File: config.mk
export PLATFORM = sky130hd
export DESIGN_NAME = qmn_isqrt
export DESIGN_NICKNAME = d
export VERILOG_FILES = /design/src/sv/qmn_pkg.sv /design/src/sv/qmn_isqrt.sv
export SDC_FILE = /design/constraint.sdc
export NUM_CORES = 2
export LEC_CHECK = 0
export BUFFER_PORTS_ARGS = -buffer_cell sky130_fd_sc_hd__buf_2
export CORE_ASPECT_RATIO = 0.9
export CORE_MARGIN = 2
export CORE_UTILIZATION = 55
export CTS_CLUSTER_SIZE = 16
export DETAILED_ROUTE_END_ITERATION = 8
export PLACE_DENSITY = 0.73
export SLEW_MARGIN = 20
export SYNTH_ARGS = -nofsm -noshare
export SYNTH_HDL_FRONTEND = slang
export SYNTH_MEMORY_MAX_BITS = 65536
export SYNTH_SLANG_ARGS = --single-unit
File: constraint.sdc
create_clock -name clk_i -period 8.2 [get_ports clk_i]
set_clock_uncertainty 0.1 [all_clocks]
set_input_delay 0.82 -clock clk_i [delete_from_list [all_inputs] [get_ports clk_i]]
set_output_delay 0.82 -clock clk_i [all_outputs]
set_load 0.02 [all_outputs]
File: src/sv/qmn_pkg.sv
`timescale 1ns / 1ps
// ----------------------------------------------------------------------------
// qmn_pkg
// Shared widths and sideband types for the normalized quaternion product.
// ----------------------------------------------------------------------------
package qmn_pkg;

  localparam int unsigned COMP_W = 16;
  localparam int unsigned LANES  = 4;
  localparam int unsigned PROD_W = 32;
  localparam int unsigned RAW_W  = 34;
  localparam int unsigned MAG_W  = 31;
  localparam int unsigned SQ_W   = 62;
  localparam int unsigned SUM_W  = 64;
  localparam int unsigned ROOT_W = 32;
  localparam int unsigned REM_W  = 36;

  typedef logic [LANES-1:0][MAG_W-1:0] mag_vec_t;

  typedef struct packed {
    logic [LANES-1:0] neg;
    logic             zero;
  } div_side_t;

endpackage

File: src/sv/qmn_isqrt.sv
`timescale 1ns / 1ps
// ----------------------------------------------------------------------------
// qmn_isqrt
// Pipelined integer square root, one result bit per stage, with a sideband
// payload that travels alongside.
// ----------------------------------------------------------------------------
module qmn_isqrt #(
  parameter int unsigned PayloadW = 1
) (
  input  logic                       clk_i,
  input  logic                       rst_ni,
  input  logic                       en_i,
  input  logic                       valid_i,
  input  logic [qmn_pkg::SUM_W-1:0]  radicand_i,
  input  logic [PayloadW-1:0]        payload_i,
  output logic                       valid_o,
  output logic [qmn_pkg::ROOT_W-1:0] root_o,
  output logic [PayloadW-1:0]        payload_o
);
  import qmn_pkg::*;

  localparam int unsigned Steps = ROOT_W;

  logic                valid_q [Steps];
  logic [REM_W-1:0]    rem_q   [Steps];
  logic [ROOT_W-1:0]   root_q  [Steps];
  logic [SUM_W-1:0]    rad_q   [Steps];
  logic [PayloadW-1:0] pay_q   [Steps];

  for (genvar k = 0; k < Steps; k++) begin : g_step
    logic                vin;
    logic [REM_W-1:0]    rem_in;
    logic [ROOT_W-1:0]   root_in;
    logic [SUM_W-1:0]    rad_in;
    logic [PayloadW-1:0] pay_in;
    logic [REM_W-1:0]    rem_sh;
    logic [REM_W-1:0]    trial;
    logic [REM_W-1:0]    rem_d;
    logic [ROOT_W-1:0]   root_d;

    if (k == 0) begin : g_first
      assign vin     = valid_i;
      assign rem_in  = '0;
      assign root_in = '0;
      assign rad_in  = radicand_i;
      assign pay_in  = payload_i;
    end else begin : g_next
      assign vin     = valid_q[k-1];
      assign rem_in  = rem_q[k-1];
      assign root_in = root_q[k-1];
      assign rad_in  = rad_q[k-1];
      assign pay_in  = pay_q[k-1];
    end

    always_comb begin
      rem_sh = {rem_in[REM_W-3:0], rad_in[SUM_W-1 -: 2]};
      trial  = {{(REM_W-ROOT_W-2){1'b0}}, root_in, 2'b01};
      if (rem_sh >= trial) begin
        rem_d  = rem_sh - trial;
        root_d = {root_in[ROOT_W-2:0], 1'b1};
      end else begin
        rem_d  = rem_sh;
        root_d = {root_in[ROOT_W-2:0], 1'b0};
      end
    end

    always_ff @(posedge clk_i or negedge rst_ni) begin
      if (!rst_ni) begin
        valid_q[k] <= 1'b0;
      end else if (en_i) begin
        valid_q[k] <= vin;
      end
    end

    always_ff @(posedge clk_i) begin
      if (en_i) begin
        rem_q[k]  <= rem_d;
        root_q[k] <= root_d;
        rad_q[k]  <= {rad_in[SUM_W-3:0], 2'b00};
        pay_q[k]  <= pay_in;
      end
    end
  end

  assign valid_o   = valid_q[Steps-1];
  assign root_o    = root_q[Steps-1];
  assign payload_o = pay_q[Steps-1];

endmodule

==> summary.md <==
| Metric | Value |
|---|---|
| Run status | finished clean |
| Number of synthesized flops with an enable pin | 2,555 |
| Final period utilization | 55.09% |
| Mapped Area | 120,000 um^2 |
| CP max FO | 7 |
| Min Tclk post-route | 4.517 ns |
| Vias in the first global route | 70,520 |
| Busiest layer in global routing | met2 |
| Post-synth ARST share | 1.237% |
| Final hold violation count | 0 |
| PwrDens | 280.7 nW/um^2 |
| Seq/Total Area, Yosys | 64.62% |
| Starting Density | 55.36% |
| RSZ-0062 raised after global routing | no |
| First-pass GRT wire length | 374,500 um |
| Tightest Pin Transition | 1.179 ns |
| CTS max path bufs | 4 |
| CP Class | flop to flop |
| Clock share of power | 32.7% |
| Max IR drop VDD | 0.2121 mV |
| Final WS setup | 3.683 ns |
| # IOs | 103 |
| Congestion Overflow GR | 0 |
| Wire length per cell | 18.73 um |
| CTS resizes | 0 |
| Min-Delay Startpoint | radicand_i[4] |
| Max Cap Viol | 0 |
| Met1 usage | 28.27% |
| M2 GR Usage | 35.12% |
| Data required, critical path | 8.73 ns |
| Worst rel slew slack | 19.35% |
| Synthesis-to-finish area growth | 11.20% |
| CTS buffer count | 283 |
| Post-synthesis cell count | 9,252 |
| Int Pwr | 27.07 mW |
| TritonCTS Sinks | 2,587 |
| Net Count, Synth | 9,883 |
| Tot Pwr | 37.44 mW |
| Initial antenna violation count | 2 |
| Mean Syn Cell Area | 12.97 um^2 |
| Combinational share of power | 19.8% |
| P_leak | 50.90 nW |
| DRC viols | 0 |
| GRT Total Usage | 21.08% |
| Post-Route WL | 236,400 um |
| Root Driver | clkbuf_16 |
| Final GP Congestion | 0.9114 |
| Fill cell total of the finished layout | 16,340 |
| Post-CTS setup buffers | 0 |
| Reg clk slew, reported paths | 0.06 ns |
| Core area | 216,700 um^2 |
| Area leader, netlist | edfxtp_1 |
| Nets@finish | 10,180 |
| Top cells by area, synth | edfxtp_1, ha_1, xor2_1 |
| Pins Over Slew Limit | 0 |
| Die height | 447.1 um |
| Die ar. | 221,900 um^2 |
| Clk Latency, worst-skew pair | 0.93 ns |
| DP HPWL | 164,800 um |
| Total Neg Setup Slack | 0 ns |
| Hold Crit Class | input port to flop |
| Vias | 72,460 |
| #FFs+latches synth | 2,587 |
| Yosys warns | 0 |
| I/O Buffers | 102 |
| Routed Antenna Nets | 0 |
| Non-Filler Instances | 12,620 |
| Worst Setup SP | rem_q[7][44] |
| Final core occ | 61.56% |
| Fmax | 0.2214 GHz |
| P_sw | 10.37 mW |
| Yosys cell types | 91 |
| Reg power frac | 47.5% |
| Met3 usage | 2.959% |
| Layout cell share with drive strength beyond 1 | 7.693% |
| Routed vias/inst | 5.740 |
| CP endpoint kind | flop |
| Reg-to-Reg Start | rem_q[7][44] |
| Area share of the largest cell type after synthesis | 63.96% |
| CTS tree | built |
| H-tree levels | 5 |
| CP startpoint kind | flop |
| Initial DRC count | 6,212 |
| Post-place setup slack | 3.839 ns |
| Sw frac | 27.70% |
| Row cnt | 162 |
| Final setup fails | 0 |
| Ys flop type | edfxtp_1 |
| Largest net degree at the start of global routing | 191 |
| Die W | 496.3 um |
| First drt pass iteration count | 5 |
| Arrival @ worst endpoint | 5.05 ns |
| Cells after DPL | 12,080 |
[critical path, stage by stage, from the launching register on]
cell       delay (ns)
edfxtp_1         0.39
ha_1             0.40
and3_1           0.22
a211oi_1         0.37
nor4bb_1         0.32
a221oi_1         0.19
a21o_1           0.24
a2111oi_0        0.93
o31ai_1          0.28
a2111oi_0        0.64
xor2_1           0.13
[metal layers]
metal	up-vias	part of all wire [%]
met5	-	0
met4	0	3.5
met1	35080	43
li1	34900	-
met2	1972	48
met3	518	5.0
[power by group through the flow]
stage               Clock, mW  Sequential [mW]  Combinational [mW]
floorplan                   0             17.6                5.47
global placement            0             18.0                7.12
detailed placement          0             18.1                7.27
CTS                      12.6             17.8                7.36
global route             13.0             18.0                8.25
finish                   12.2             17.8                7.42
[flip-flops by register name (all words and copies together) (netlist names)]
name / count
rad_q: 992
root_q: 528
g_step.vin: 31
pay_q: 32
valid_o: 1
rem_q: 1003
[path summary, 6_finish.rpt]
| path | endpoint | depth (start not counted) | slack, ns |
|---|---|---|---|
| min | rad_q[0][4] | 1 | 0.07 |
| min in group asynchronous | g_step[17].vin | 2 | 0.39 |
| max reg2reg | rem_q[7][105] | 10 | 3.68 |
| max in group asynchronous | g_step[15].vin | 2 | 7.16 |
| max | rem_q[7][105] | 10 | 3.68 |
| min reg2reg | rad_q[5][237] | 0 | 0.28 |
[metrics by stage]
stage / instance area [um^2] / hold WS, ns
after floorplan: 120000 / 0.3003
after global placement: 123900 / 0.3001
after detailed placement: 123900 / 0.3045
after CTS: 133400 / 0.01537
after global routing: 133400 / 0.05233
final: 133400 / 0.07376
[cell type report]
type | instances | area [um^2] | share of cell area, %
sequential | 2587 | 77520 | 58.12
multi-input combinational | 5771 | 39150 | 29.35
clock buffer | 345 | 7482 | 5.609
tap | 2870 | 3591 | 2.692
inverter | 700 | 2628 | 1.970
timing repair buffer | 210 | 1632 | 1.223
clock inverter | 136 | 1380 | 1.035
antenna | 4 | 10.01 | 0.007504
[repair_timing]
item | CTS | global route
hold endpoints to repair | 94 | 0
endpoints found under the setup margin | 0 | 0
hold buffers | 63 | 0
[synth_stat cells, types with 65 or more instances]
cell,count
clkbuf_1,166
nor2b_1,79
or3_1,101
a21oi_1,564
o21ai_0,481
nand2_1,625
nand4_1,97
or4_1,65
mux2_2,99
edfxtp_1,2555
xnor2_1,408
ha_1,562
a21o_1,233
nor4_1,134
nand3_1,144
nand2b_1,93
xor2_1,443
nor2_1,591
inv_1,693
nor3_1,233
o21a_1,91
[kinds of logic (layout without fill, tap and decap cells)]
kind of cell	Yosys count	in the layout	synth area share, %
AO/OA/AOI/OAI	1841	1841	9.540
XOR/XNOR	851	851	6.213
adder cells (fa/ha/maj)	562	562	5.862
buffers and inverters	894	1391	2.812
flip-flops	2587	2587	64.62
multiplexers	109	109	1.018
other	1	5	0.003126
AND/OR/NAND/NOR	2407	2407	9.928
[cells in the final DEF, fill, tap and decap left out, types with 61 or more instances in the layout]
master         Yosys  routed
edfxtp_1        2555    2555
inv_1            693     693
nand2_1          625     625
nor2_1           591     589
a21oi_1          564     562
ha_1             562     562
o21ai_0          481     481
xor2_1           443     443
xnor2_1          408     408
clkbuf_16          0     289
a21o_1           233     233
nor3_1           233     233
nand3_1          144     144
nor4_1           134     133
or3_1            101     101
buf_2             11     101
mux2_2            99      99
nand4_1           97      97
nand2b_1          93      93
o21a_1            91      91
nor2b_1           79      79
or4_1             65      65
dlygate4sd3_1      0      63
a211oi_1          62      61
(Power assumes the default switching activity.)
